$ cat src/design/cpu6502_branch_jump_unit_assert.svh
// Assertion macros for the 6502 branch and jump unit
`ifndef CPU6502_BRANCH_JUMP_UNIT_ASSERT_SVH
`define CPU6502_BRANCH_JUMP_UNIT_ASSERT_SVH

// same-cycle implication, ignored while in reset
`define CJB_ASSERT_IMP(lbl, ante, cons, msg) \
  lbl: assert property (@(posedge clk) disable iff (!rst_n) (ante) |-> (cons)) \
    else $error(msg);

// next-cycle implication, ignored while in reset
`define CJB_ASSERT_NEXT(lbl, ante, cons, msg) \
  lbl: assert property (@(posedge clk) disable iff (!rst_n) (ante) |=> (cons)) \
    else $error(msg);

// next-cycle implication that also covers the reset itself
`define CJB_ASSERT_RST(lbl, ante, cons, msg) \
  lbl: assert property (@(posedge clk) (ante) |=> (cons)) \
    else $error(msg);

`endif

$ cat src/design/cjb_pkg.sv
// Types and constants shared by the branch and jump unit
package cjb_pkg;

  // command codes
  localparam logic [1:0] CMD_INSTR = 2'd0;
  localparam logic [1:0] CMD_NMI   = 2'd1;
  localparam logic [1:0] CMD_RESET = 2'd2;

  // configuration register indexes
  localparam logic [1:0] REG_NMI_VEC   = 2'd0;
  localparam logic [1:0] REG_RESET_VEC = 2'd1;
  localparam logic [1:0] REG_BRK_VEC   = 2'd2;

  // opcodes
  localparam logic [7:0] OPC_BRK     = 8'h00;
  localparam logic [7:0] OPC_JSR     = 8'h20;
  localparam logic [7:0] OPC_RTI     = 8'h40;
  localparam logic [7:0] OPC_JMP_ABS = 8'h4C;
  localparam logic [7:0] OPC_RTS     = 8'h60;
  localparam logic [7:0] OPC_JMP_IND = 8'h6C;
  localparam logic [4:0] OPC_BRANCH_LOW = 5'h10;

  // status flags
  localparam logic [7:0] FLAG_I = 8'h04;
  localparam logic [7:0] FLAG_B = 8'h10;
  localparam logic [7:0] FLAG_U = 8'h20;

  localparam logic [7:0] SP_RESET = 8'hFD;
  localparam logic [7:0] SP_ADJ_RTS   = 8'h02;
  localparam logic [7:0] SP_ADJ_RTI   = 8'h03;
  localparam logic [7:0] SP_ADJ_RESET = 8'hFD;   // minus three

  // cycle costs
  localparam logic [2:0] CYC_NONE    = 3'd0;
  localparam logic [2:0] CYC_BR_NOT  = 3'd2;
  localparam logic [2:0] CYC_BR_SAME = 3'd3;
  localparam logic [2:0] CYC_BR_PAGE = 3'd4;
  localparam logic [2:0] CYC_JMP_ABS = 3'd3;
  localparam logic [2:0] CYC_JMP_IND = 3'd5;
  localparam logic [2:0] CYC_SUB     = 3'd6;
  localparam logic [2:0] CYC_INT     = 3'd7;

  localparam logic [1:0] PUSH_CALL = 2'd2;
  localparam logic [1:0] PUSH_INT  = 2'd3;

  typedef enum logic [2:0] {
    OP_NONE,
    OP_BRANCH,
    OP_FLOW,    // PC from word, SP adjusted
    OP_CALL,
    OP_BRK,
    OP_NMI
  } op_kind_t;

  // decoded item handed from front to back
  typedef struct packed {
    op_kind_t   kind;
    logic       taken;
    logic [7:0] offset;
    logic [15:0] word;
    logic [7:0] sp_adj;
    logic [7:0] status;
    logic [7:0] push3;
    logic [2:0] cycles;
  } op_t;

  typedef struct packed {
    logic       write_valid;
    logic [8:0] write_address;
    logic [7:0] write_data;
    logic       handled;
    logic [15:0] next_pc;
    logic [7:0] stack_pointer_out;
    logic [7:0] status_out;
    logic [2:0] cycles_used;
    logic       last;
  } res_t;

endpackage

$ cat src/design/cjb_fifo.sv
// Small synchronous queue used between front and back and at the output
module cjb_fifo #(
  parameter type T     = logic,
  parameter int  DEPTH = 2
) (
  input  logic clk,
  input  logic rst_n,
  input  logic push,
  input  T     wdata,
  output logic full,
  input  logic pop,
  output T     rdata,
  output logic empty
);
  localparam int AW = $clog2(DEPTH);
  localparam int CW = $clog2(DEPTH + 1);

  T              mem [DEPTH];
  logic [AW-1:0] wr_ptr_r;
  logic [AW-1:0] rd_ptr_r;
  logic [CW-1:0] count_r;
  logic          do_push;
  logic          do_pop;

  assign full    = (count_r == CW'(DEPTH));
  assign empty   = (count_r == '0);
  assign do_push = push && !full;
  assign do_pop  = pop && !empty;
  assign rdata   = mem[rd_ptr_r];

  always_ff @(posedge clk) begin
    if (do_push) begin
      mem[wr_ptr_r] <= wdata;
    end
  end

  always_ff @(posedge clk) begin
    if (!rst_n) begin
      wr_ptr_r <= '0;
      rd_ptr_r <= '0;
      count_r  <= '0;
    end else begin
      if (do_push) begin
        wr_ptr_r <= (wr_ptr_r == AW'(DEPTH - 1)) ? '0 : wr_ptr_r + 1'b1;
      end
      if (do_pop) begin
        rd_ptr_r <= (rd_ptr_r == AW'(DEPTH - 1)) ? '0 : rd_ptr_r + 1'b1;
      end
      if (do_push && !do_pop) begin
        count_r <= count_r + 1'b1;
      end else if (do_pop && !do_push) begin
        count_r <= count_r - 1'b1;
      end
    end
  end
endmodule

$ cat src/design/cjb_front.sv
// Front end: vector registers and classification of incoming items
module cjb_front (
  input  logic          clk,
  input  logic          rst_n,
  input  logic          cfg_we,
  input  logic [1:0]    cfg_index,
  input  logic [15:0]   cfg_data,
  input  logic [1:0]    in_cmd,
  input  logic [7:0]    in_opcode,
  input  logic [7:0]    in_operand_low,
  input  logic [7:0]    in_operand_high,
  input  logic [7:0]    in_status_in,
  input  logic [15:0]   in_indirect_target,
  input  logic [7:0]    in_stack_first,
  input  logic [7:0]    in_stack_second,
  input  logic [7:0]    in_stack_third,
  output cjb_pkg::op_t  op
);
  import cjb_pkg::*;

  logic [15:0] nmi_vec_r;
  logic [15:0] reset_vec_r;
  logic [15:0] brk_vec_r;
  logic        flag_set;

  always_ff @(posedge clk) begin
    if (!rst_n) begin
      nmi_vec_r   <= '0;
      reset_vec_r <= '0;
      brk_vec_r   <= '0;
    end else if (cfg_we) begin
      unique case (cfg_index)
        REG_NMI_VEC:   nmi_vec_r   <= cfg_data;
        REG_RESET_VEC: reset_vec_r <= cfg_data;
        REG_BRK_VEC:   brk_vec_r   <= cfg_data;
        default: ;
      endcase
    end
  end

  // N, V, C, Z selected by the top two opcode bits
  always_comb begin
    unique case (in_opcode[7:6])
      2'd0:    flag_set = in_status_in[7];
      2'd1:    flag_set = in_status_in[6];
      2'd2:    flag_set = in_status_in[0];
      default: flag_set = in_status_in[1];
    endcase
  end

  always_comb begin
    op        = '0;
    op.kind   = OP_NONE;
    op.offset = in_operand_low;
    op.status = in_status_in;
    op.taken  = in_opcode[5] ? flag_set : !flag_set;
    op.cycles = CYC_NONE;
    unique case (in_cmd)
      CMD_NMI: begin
        op.kind   = OP_NMI;
        op.word   = nmi_vec_r;
        op.push3  = (in_status_in & ~FLAG_B) | FLAG_U;
        op.status = in_status_in | FLAG_I;
        op.cycles = CYC_INT;
      end
      CMD_RESET: begin
        op.kind   = OP_FLOW;
        op.word   = reset_vec_r;
        op.sp_adj = SP_ADJ_RESET;
        op.status = in_status_in | FLAG_I;
        op.cycles = CYC_INT;
      end
      CMD_INSTR: begin
        if (in_opcode[4:0] == OPC_BRANCH_LOW) begin
          op.kind = OP_BRANCH;
        end else begin
          unique case (in_opcode)
            OPC_JMP_ABS: begin
              op.kind   = OP_FLOW;
              op.word   = {in_operand_high, in_operand_low};
              op.cycles = CYC_JMP_ABS;
            end
            OPC_JMP_IND: begin
              op.kind   = OP_FLOW;
              op.word   = in_indirect_target;
              op.cycles = CYC_JMP_IND;
            end
            OPC_JSR: begin
              op.kind   = OP_CALL;
              op.word   = {in_operand_high, in_operand_low};
              op.cycles = CYC_SUB;
            end
            OPC_RTS: begin
              op.kind   = OP_FLOW;
              op.word   = {in_stack_second, in_stack_first} + 16'd1;
              op.sp_adj = SP_ADJ_RTS;
              op.cycles = CYC_SUB;
            end
            OPC_RTI: begin
              op.kind   = OP_FLOW;
              op.word   = {in_stack_third, in_stack_second};
              op.sp_adj = SP_ADJ_RTI;
              op.status = (in_stack_first & ~FLAG_B) | FLAG_U;
              op.cycles = CYC_SUB;
            end
            OPC_BRK: begin
              op.kind   = OP_BRK;
              op.word   = brk_vec_r;
              op.push3  = in_status_in | FLAG_B | FLAG_U;
              op.status = in_status_in | FLAG_I;
              op.cycles = CYC_INT;
            end
            default: op.kind = OP_NONE;
          endcase
        end
      end
      default: op.kind = OP_NONE;
    endcase
  end
endmodule

$ cat src/design/cjb_back.sv
// Back end: PC and SP state, branch targets and stack pushes
module cjb_back (
  input  logic          clk,
  input  logic          rst_n,
  input  cjb_pkg::op_t  op,
  input  logic          op_empty,
  output logic          op_pop,
  input  logic          res_full,
  output logic          res_push,
  output cjb_pkg::res_t res
);
  import cjb_pkg::*;

  logic [15:0] pc_r;
  logic [7:0]  sp_r;
  logic [1:0]  step_r;

  logic        issue;
  logic [1:0]  npush;
  logic        is_push;
  logic [15:0] ret_addr;
  logic [15:0] base;
  logic [15:0] target;
  logic [15:0] pc_nxt;
  logic [7:0]  sp_nxt;
  logic [2:0]  cyc;
  logic [7:0]  push_byte;

  assign issue = !op_empty && !res_full;

  always_comb begin
    unique case (op.kind)
      OP_CALL:        npush = PUSH_CALL;
      OP_BRK, OP_NMI: npush = PUSH_INT;
      default:        npush = 2'd0;
    endcase
  end

  assign is_push  = (step_r < npush);
  assign ret_addr = (op.kind == OP_NMI) ? pc_r : pc_r + 16'd2;
  assign base     = pc_r + 16'd2;
  assign target   = base + {{8{op.offset[7]}}, op.offset};

  always_comb begin
    unique case (step_r)
      2'd0:    push_byte = ret_addr[15:8];
      2'd1:    push_byte = ret_addr[7:0];
      default: push_byte = op.push3;
    endcase
  end

  always_comb begin
    pc_nxt = op.word;
    cyc    = op.cycles;
    unique case (op.kind)
      OP_BRANCH: begin
        if (op.taken) begin
          pc_nxt = target;
          cyc    = (target[15:8] != base[15:8]) ? CYC_BR_PAGE : CYC_BR_SAME;
        end else begin
          pc_nxt = base;
          cyc    = CYC_BR_NOT;
        end
      end
      OP_NONE: pc_nxt = pc_r;
      default: ;
    endcase
  end

  // pushing kinds carry a zero adjustment; their decrements happen per push
  assign sp_nxt = sp_r + op.sp_adj;

  always_comb begin
    res = '0;
    if (is_push) begin
      res.write_valid   = 1'b1;
      res.write_address = {1'b1, sp_r};
      res.write_data    = push_byte;
    end else begin
      res.handled           = (op.kind != OP_NONE);
      res.next_pc           = pc_nxt;
      res.stack_pointer_out = sp_nxt;
      res.status_out        = op.status;
      res.cycles_used       = cyc;
      res.last              = 1'b1;
    end
  end

  assign res_push = issue;
  assign op_pop   = issue && !is_push;

  always_ff @(posedge clk) begin
    if (!rst_n) begin
      pc_r   <= '0;
      sp_r   <= SP_RESET;
      step_r <= '0;
    end else if (issue) begin
      if (is_push) begin
        sp_r   <= sp_r - 8'd1;
        step_r <= step_r + 2'd1;
      end else begin
        pc_r   <= pc_nxt;
        sp_r   <= sp_nxt;
        step_r <= '0;
      end
    end
  end
endmodule

$ cat src/design/cpu6502_branch_jump_unit.sv
// Top level of the 6502 branch, jump and interrupt entry unit
//
//  channel | ports                       | item accepted when
//  --------+-----------------------------+---------------------
//  input   | in_push, in_full, in_*      | in_push && !in_full
//  result  | out_pop, out_empty, out_*   | out_pop && !out_empty
//  config  | cfg_we, cfg_index, cfg_data | cfg_we
//
// With an item queued and output room, the back end emits one result a cycle: one per
// branch, jump, RTS, RTI, reset entry or unhandled item, three per JSR and four per BRK
// or NMI (pushes plus final); an item and its results pass two registered queues.
// Reset (synchronous): PC 0, SP 0xFD, vectors 0, both queues empty.
// A full output queue holds the back end; the command queue takes items until it fills.
module cpu6502_branch_jump_unit #(
  parameter int CMD_DEPTH = 2,   // 2 and up
  parameter int OUT_DEPTH = 2    // 2 and up
) (
  input  logic        clk,
  input  logic        rst_n,
  input  logic        cfg_we,
  input  logic [1:0]  cfg_index,
  input  logic [15:0] cfg_data,
  input  logic        in_push,
  output logic        in_full,
  input  logic [1:0]  in_cmd,
  input  logic [7:0]  in_opcode,
  input  logic [7:0]  in_operand_low,
  input  logic [7:0]  in_operand_high,
  input  logic [7:0]  in_status_in,
  input  logic [15:0] in_indirect_target,
  input  logic [7:0]  in_stack_first,
  input  logic [7:0]  in_stack_second,
  input  logic [7:0]  in_stack_third,
  output logic        out_empty,
  input  logic        out_pop,
  output logic        out_write_valid,
  output logic [8:0]  out_write_address,
  output logic [7:0]  out_write_data,
  output logic        out_handled,
  output logic [15:0] out_next_pc,
  output logic [7:0]  out_stack_pointer_out,
  output logic [7:0]  out_status_out,
  output logic [2:0]  out_cycles_used,
  output logic        out_last
);
  import cjb_pkg::*;

  op_t  dec_op;
  op_t  head_op;
  logic cmd_empty;
  logic cmd_pop;
  logic res_full;
  logic res_push;
  res_t res;
  res_t out_res;

  cjb_front u_front (
    .clk                (clk),
    .rst_n              (rst_n),
    .cfg_we             (cfg_we),
    .cfg_index          (cfg_index),
    .cfg_data           (cfg_data),
    .in_cmd             (in_cmd),
    .in_opcode          (in_opcode),
    .in_operand_low     (in_operand_low),
    .in_operand_high    (in_operand_high),
    .in_status_in       (in_status_in),
    .in_indirect_target (in_indirect_target),
    .in_stack_first     (in_stack_first),
    .in_stack_second    (in_stack_second),
    .in_stack_third     (in_stack_third),
    .op                 (dec_op)
  );

  cjb_fifo #(.T(op_t), .DEPTH(CMD_DEPTH)) u_cmd_q (
    .clk   (clk),
    .rst_n (rst_n),
    .push  (in_push),
    .wdata (dec_op),
    .full  (in_full),
    .pop   (cmd_pop),
    .rdata (head_op),
    .empty (cmd_empty)
  );

  cjb_back u_back (
    .clk      (clk),
    .rst_n    (rst_n),
    .op       (head_op),
    .op_empty (cmd_empty),
    .op_pop   (cmd_pop),
    .res_full (res_full),
    .res_push (res_push),
    .res      (res)
  );

  cjb_fifo #(.T(res_t), .DEPTH(OUT_DEPTH)) u_out_q (
    .clk   (clk),
    .rst_n (rst_n),
    .push  (res_push),
    .wdata (res),
    .full  (res_full),
    .pop   (out_pop),
    .rdata (out_res),
    .empty (out_empty)
  );

  assign out_write_valid       = out_res.write_valid;
  assign out_write_address     = out_res.write_address;
  assign out_write_data        = out_res.write_data;
  assign out_handled           = out_res.handled;
  assign out_next_pc           = out_res.next_pc;
  assign out_stack_pointer_out = out_res.stack_pointer_out;
  assign out_status_out        = out_res.status_out;
  assign out_cycles_used       = out_res.cycles_used;
  assign out_last              = out_res.last;

`include "cpu6502_branch_jump_unit_assert.svh"

  `CJB_ASSERT_RST(a_reset_empties_out, !rst_n, out_empty, "output queue not empty after reset")
  `CJB_ASSERT_IMP(a_no_push_when_full, res_push, !res_full, "result issued into a full queue")
  `CJB_ASSERT_NEXT(a_accept_queued, in_push && !in_full, !cmd_empty, "accepted item lost")
  `CJB_ASSERT_IMP(a_non_last_is_write, !out_empty && !out_last, out_write_valid, "bad result")

endmodule

$ cat config.mk
export PLATFORM = sky130hd
export DESIGN_NAME = cpu6502_branch_jump_unit
export DESIGN_NICKNAME = d
export VERILOG_FILES = /design/src/design/cjb_pkg.sv /design/src/design/cjb_fifo.sv /design/src/design/cjb_front.sv /design/src/design/cjb_back.sv /design/src/design/cpu6502_branch_jump_unit.sv
export VERILOG_INCLUDE_DIRS = /design/src /design/src/design
export SDC_FILE = /design/constraint.sdc
export NUM_CORES = 1
export LEC_CHECK = 0
export BUFFER_PORTS_ARGS = -buffer_cell sky130_fd_sc_hd__clkbuf_2
export CAP_MARGIN = 10
export CORE_MARGIN = 2
export CORE_UTILIZATION = 37
export DETAILED_ROUTE_END_ITERATION = 16
export PLACE_DENSITY_LB_ADDON = 0.25
export SYNTH_ARGS = -nofsm -noshare
export SYNTH_HDL_FRONTEND = slang
export SYNTH_HIERARCHICAL = 1
export SYNTH_SLANG_ARGS = --single-unit
$ cat constraint.sdc
create_clock -name clk -period 3.7 [get_ports clk]
set_input_delay 0 -clock clk [delete_from_list [all_inputs] [get_ports clk]]
set_output_delay 0 -clock clk [all_outputs]
set_load 0.05 [all_outputs]
==> results.txt <==
----------------------------------------------------
[Global route]
  Number of global-route vias before repair ... 11535
  Wire length of the first global-routing pass ... 65740 um
  Total grt overflow ... 0
  GRT Util Overall ... 19.03%
  Initial antenna violation count ... 1
  Largest net degree at the start of global routing ... 57

[Power]
  Worst-case vdd ir drop ... 0.4375 mV
  Power Density ... 839.6 nW/um2
  Static power due to leakage ... 7.015 nW

[Final layout]
  NumNets Final ... 1780
  Area added between synthesis and finish ... 18.63%
  Final non-filler cell total ... 2250
  Fraction of layout instances using a drive strength above 1 ... 25.36%

[Synthesis]
  Netlist area before placement ... 15970 um2
  Most area-consuming cells after synthesis ... sky130_fd_sc_hd__edfxtp_1 41%, sky130_fd_sc_hd__dfxtp_1 11%, sky130_fd_sc_hd__mux2_2 8.2%
  Leading area contributor after synthesis ... sky130_fd_sc_hd__edfxtp_1
  Flip-flop and latch count after synthesis ... 304
  Distinct cell type count of the synthesized netlist ... 84
  Adder-Cell Fraction of Synth Area ... 3.306%
  Post-synth top area share ... 41.36%
  Post-synthesis share of cell area spent on xor and xnor gates ... 4.183%
  Post-synth EDFFs ... 220
  Fraction of synthesis flops using an asynchronous set or reset pin ... 0%
  Most used DFF post-synth ... sky130_fd_sc_hd__edfxtp_1
  YS warnings ... 6
  Post-synthesis compound-gate area fraction ... 14.17%
  Most common cell in the synthesized netlist ... sky130_fd_sc_hd__edfxtp_1
  Number of nets produced by synthesis ... 1592
  Synthesized instance count ... 1454
  Most common library cells after synthesis ... 220 x sky130_fd_sc_hd__edfxtp_1, 173 x sky130_fd_sc_hd__nand2_1, 117 x sky130_fd_sc_hd__mux2_2
  Average instance area after synthesis ... 10.99 um2
  Simple-gate portion of the synthesized area ... 12.83%
  Post-synthesis mux area share ... 9.455%
  Register area share after synthesis ... 51.89%
  Largest family of logic cells by synthesized area ... compound AO/OA/AOI/OAI gates

[Timing]
  Top achievable clock speed ... 281.2 MHz
  Fin Hold WS ... 26.05 ps
  Final max-slew violation count ... 0
  Clock skew ... 20.21 ps
  Slew of the pin with the lowest slew margin ... 991.2 ps
  Worst rel slew slack ... 33.92%
  Final setup violation count ... 0
  Summed negative setup slack over all endpoints ... 0 ps
  Final hold violation count ... 0
  Post-layout min period ... 3556 ps
  Final worst-path cycle share ... 96.11%

[Setup path]
  Kind of cell adding the most delay to the critical path ... compound AO/OA/AOI/OAI gates
  Endpoint kind of the worst setup timing path ... flop
  Critical-path maximum fanout ... 7
  Crit-path most repeated cell ... sky130_fd_sc_hd__mux2i_2
  Type of origin of the critical path ... flop
  Delay of the slowest critical-path stage ... 400 ps
  Crit path kind ... flop to flop
  Worst endpoint required time ... 3940 ps
  Ordered cell list for the critical path ... ha_2, nand2_1, nor3_2, xnor2_2, ha_1, nand4_1, o22a_2, o21ai_2, o41ai_4, mux2i_2, mux2i_2, xnor2_1, a21oi_1
  Data arrival time at the worst-slack endpoint ... 3800 ps
  WP buf/inv ... 0
  Cell type of the slowest stage on the worst timing path ... sky130_fd_sc_hd__dfxtp_2

[Floorplanning]
  Area enclosed by the die boundary ... 44850 um2
  Placeable core area ... 42890 um2
  Die boundary height ... 211.8 um
  Number of standard-cell rows in the floorplan ... 76
  IO Pins ... 154
  Starting density of the core ... 37.24%
  Die boundary width ... 211.8 um

[Clock network]
  CTS clk-pin slew, worst paths ... 60 ps
  TritonCTS Buffers ... 34
  Buffer levels on the longest clock path ... 3
  Clock root buffer ... sky130_fd_sc_hd__clkbuf_16
  Number of H-tree levels ... 2
  Clock tree from TritonCTS ... done
  Number of sinks handled by clock tree synthesis ... 304
  Clock latency of the later-clocked register in the worst-skew pair ... 520 ps

[Worst hold path]
  Hold crit path type ... input port to flop

[Placed design]
  Detailed-placement wirelength estimate ... 30980 um
  Dpl cells ... 2150
  Quantity of I/O buffers inserted on ports ... 153
  Global placer's final weighted congestion ... 0.9029

[Route]
  Average routed wire per standard cell ... 19.16 um
  Count of TritonRoute iterations in the first routing pass ... 5
  DRC marker count from the first detailed-route iteration ... 807
  Sum of routed wire length over all layers ... 43100 um
  Via-per-instance ratio ... 5.294
  Number of design rule violations left after detail routing ... 0
  Number of nets still failing antenna checks after routing ... 0
  Total via count in the routed design ... 11912

[Run]
  Number of max-cap violations ... 0

[Run status]
  Status ... complete, no violations

----------------------------------------------------
-- cells in the final DEF (no fill, tap or decap), drive strengths merged, types with 12 or more instances in the layout --
| cell | count |
|---|---|
| mux2i | 17 |
| clkinv | 12 |
| nor2 | 107 |
| dfxtp | 84 |
| mux2 | 117 |
| a21boi | 54 |
| xnor2 | 46 |
| clkbuf | 195 |
| buf | 56 |
| a21oi | 70 |
| and2 | 25 |
| nand2 | 174 |
| inv | 40 |
| o22ai | 14 |
| nor3 | 25 |
| a22oi | 31 |
| ha | 39 |
| edfxtp | 220 |
| o21ai | 46 |
| nand3 | 27 |
| a31oi | 14 |
| xor2 | 25 |
| a22o | 16 |
| dlygate4sd3 | 39 |
| a211oi | 13 |
-- timing repair --
action	CTS	global route
hold buffers	39	0
endpoints found under the hold margin	114	0
setup buffers	0	2
setup endpoints to repair	2	18
resized for setup	2	20
pin swaps	0	3
-- metrics by stage --
stage / utilization [%] / area [um2] / power, mW / setup slack [ps]
floorplan: - / 15980 / 10.59 / 39.73
CTS: 43.98 / 18860 / 15.96 / 25.22
global route: 44.18 / 18950 / 16.81 / -52.77
finish: 44.18 / 18950 / 15.91 / 143.9
global placement: 40.58 / 17400 / 12.58 / 117.2
detailed placement: 40.58 / 17400 / 12.64 / 59.09
-- layer usage --
metal / routed length [um] / up-vias / track usage [%]
li1: - / 5697 / -
met1: 19640 / 5738 / 26.18
met2: 19790 / 402 / 30.99
met3: 2556 / 75 / 2.952
met4: 1121 / 0 / 5.634
met5: 0 / - / 0
-- final cells by class --
class	instances	area, um2
well taps	585	732.0
flip-flops and latches	304	8295
diodes	1	2.502
clock buffers	42	922.1
repair buffers	248	1602
multi-input cells	1014	7114
clock inverters	16	130.1
inverters	40	150.1
fillers	4029	23940
-- flip-flops by register name, summed over array words and instances, names as in the netlist, 2 cells and up, named ones only --
signal / count
u_front/brk_vec_r: 16
u_cmd_q/mem: 110
u_front/reset_vec_r: 16
u_back/pc_r: 16
u_out_q/mem: 110
u_back/step_r: 2
u_out_q/count_r: 2
u_front/nmi_vec_r: 16
u_back/sp_r: 8
u_cmd_q/count_r: 2
-- worst paths after layout --
check,to,from,cells after the start,slack (ps)
max,u_out_q/mem[0][35]$_DFFE_PP_,u_back/pc_r[1]$_SDFFE_PN0P_,13,140
max reg2reg,u_out_q/mem[0][35]$_DFFE_PP_,u_back/pc_r[1]$_SDFFE_PN0P_,13,140
min,u_cmd_q/mem[1][33]$_DFFE_PP_,in_indirect_target[6],3,30
min reg2reg,u_front/brk_vec_r[9]$_SDFFE_PN0P_,u_front/brk_vec_r[9]$_SDFFE_PN0P_,2,460
-- report_power, final --
part / internal, mW / leakage, nW / switching, mW
Combinational: 2.61 / 3.73 / 4.92
Sequential: 4.83 / 2.77 / 0.338
Clock: 1.90 / 0.511 / 1.31
-- cells by family (layout without fill, tap and decap cells) --
logic type               Yosys count  after routing
AND/OR/NAND/NOR                  435            435
XOR/XNOR                          73             73
flip-flops                       304            304
other                              0              1
buffers and inverters            136            346
multiplexers                     135            135
adder cells (fa/ha/maj)           41             41
AO/OA/AOI/OAI                    330            330
-- tightest hold or removal path, stage by stage --
cell	delay, ps
sky130_fd_sc_hd__clkbuf_2	100
sky130_fd_sc_hd__a22o_1	130
sky130_fd_sc_hd__a221o_1	190
Power figures use the tool's default switching activity.
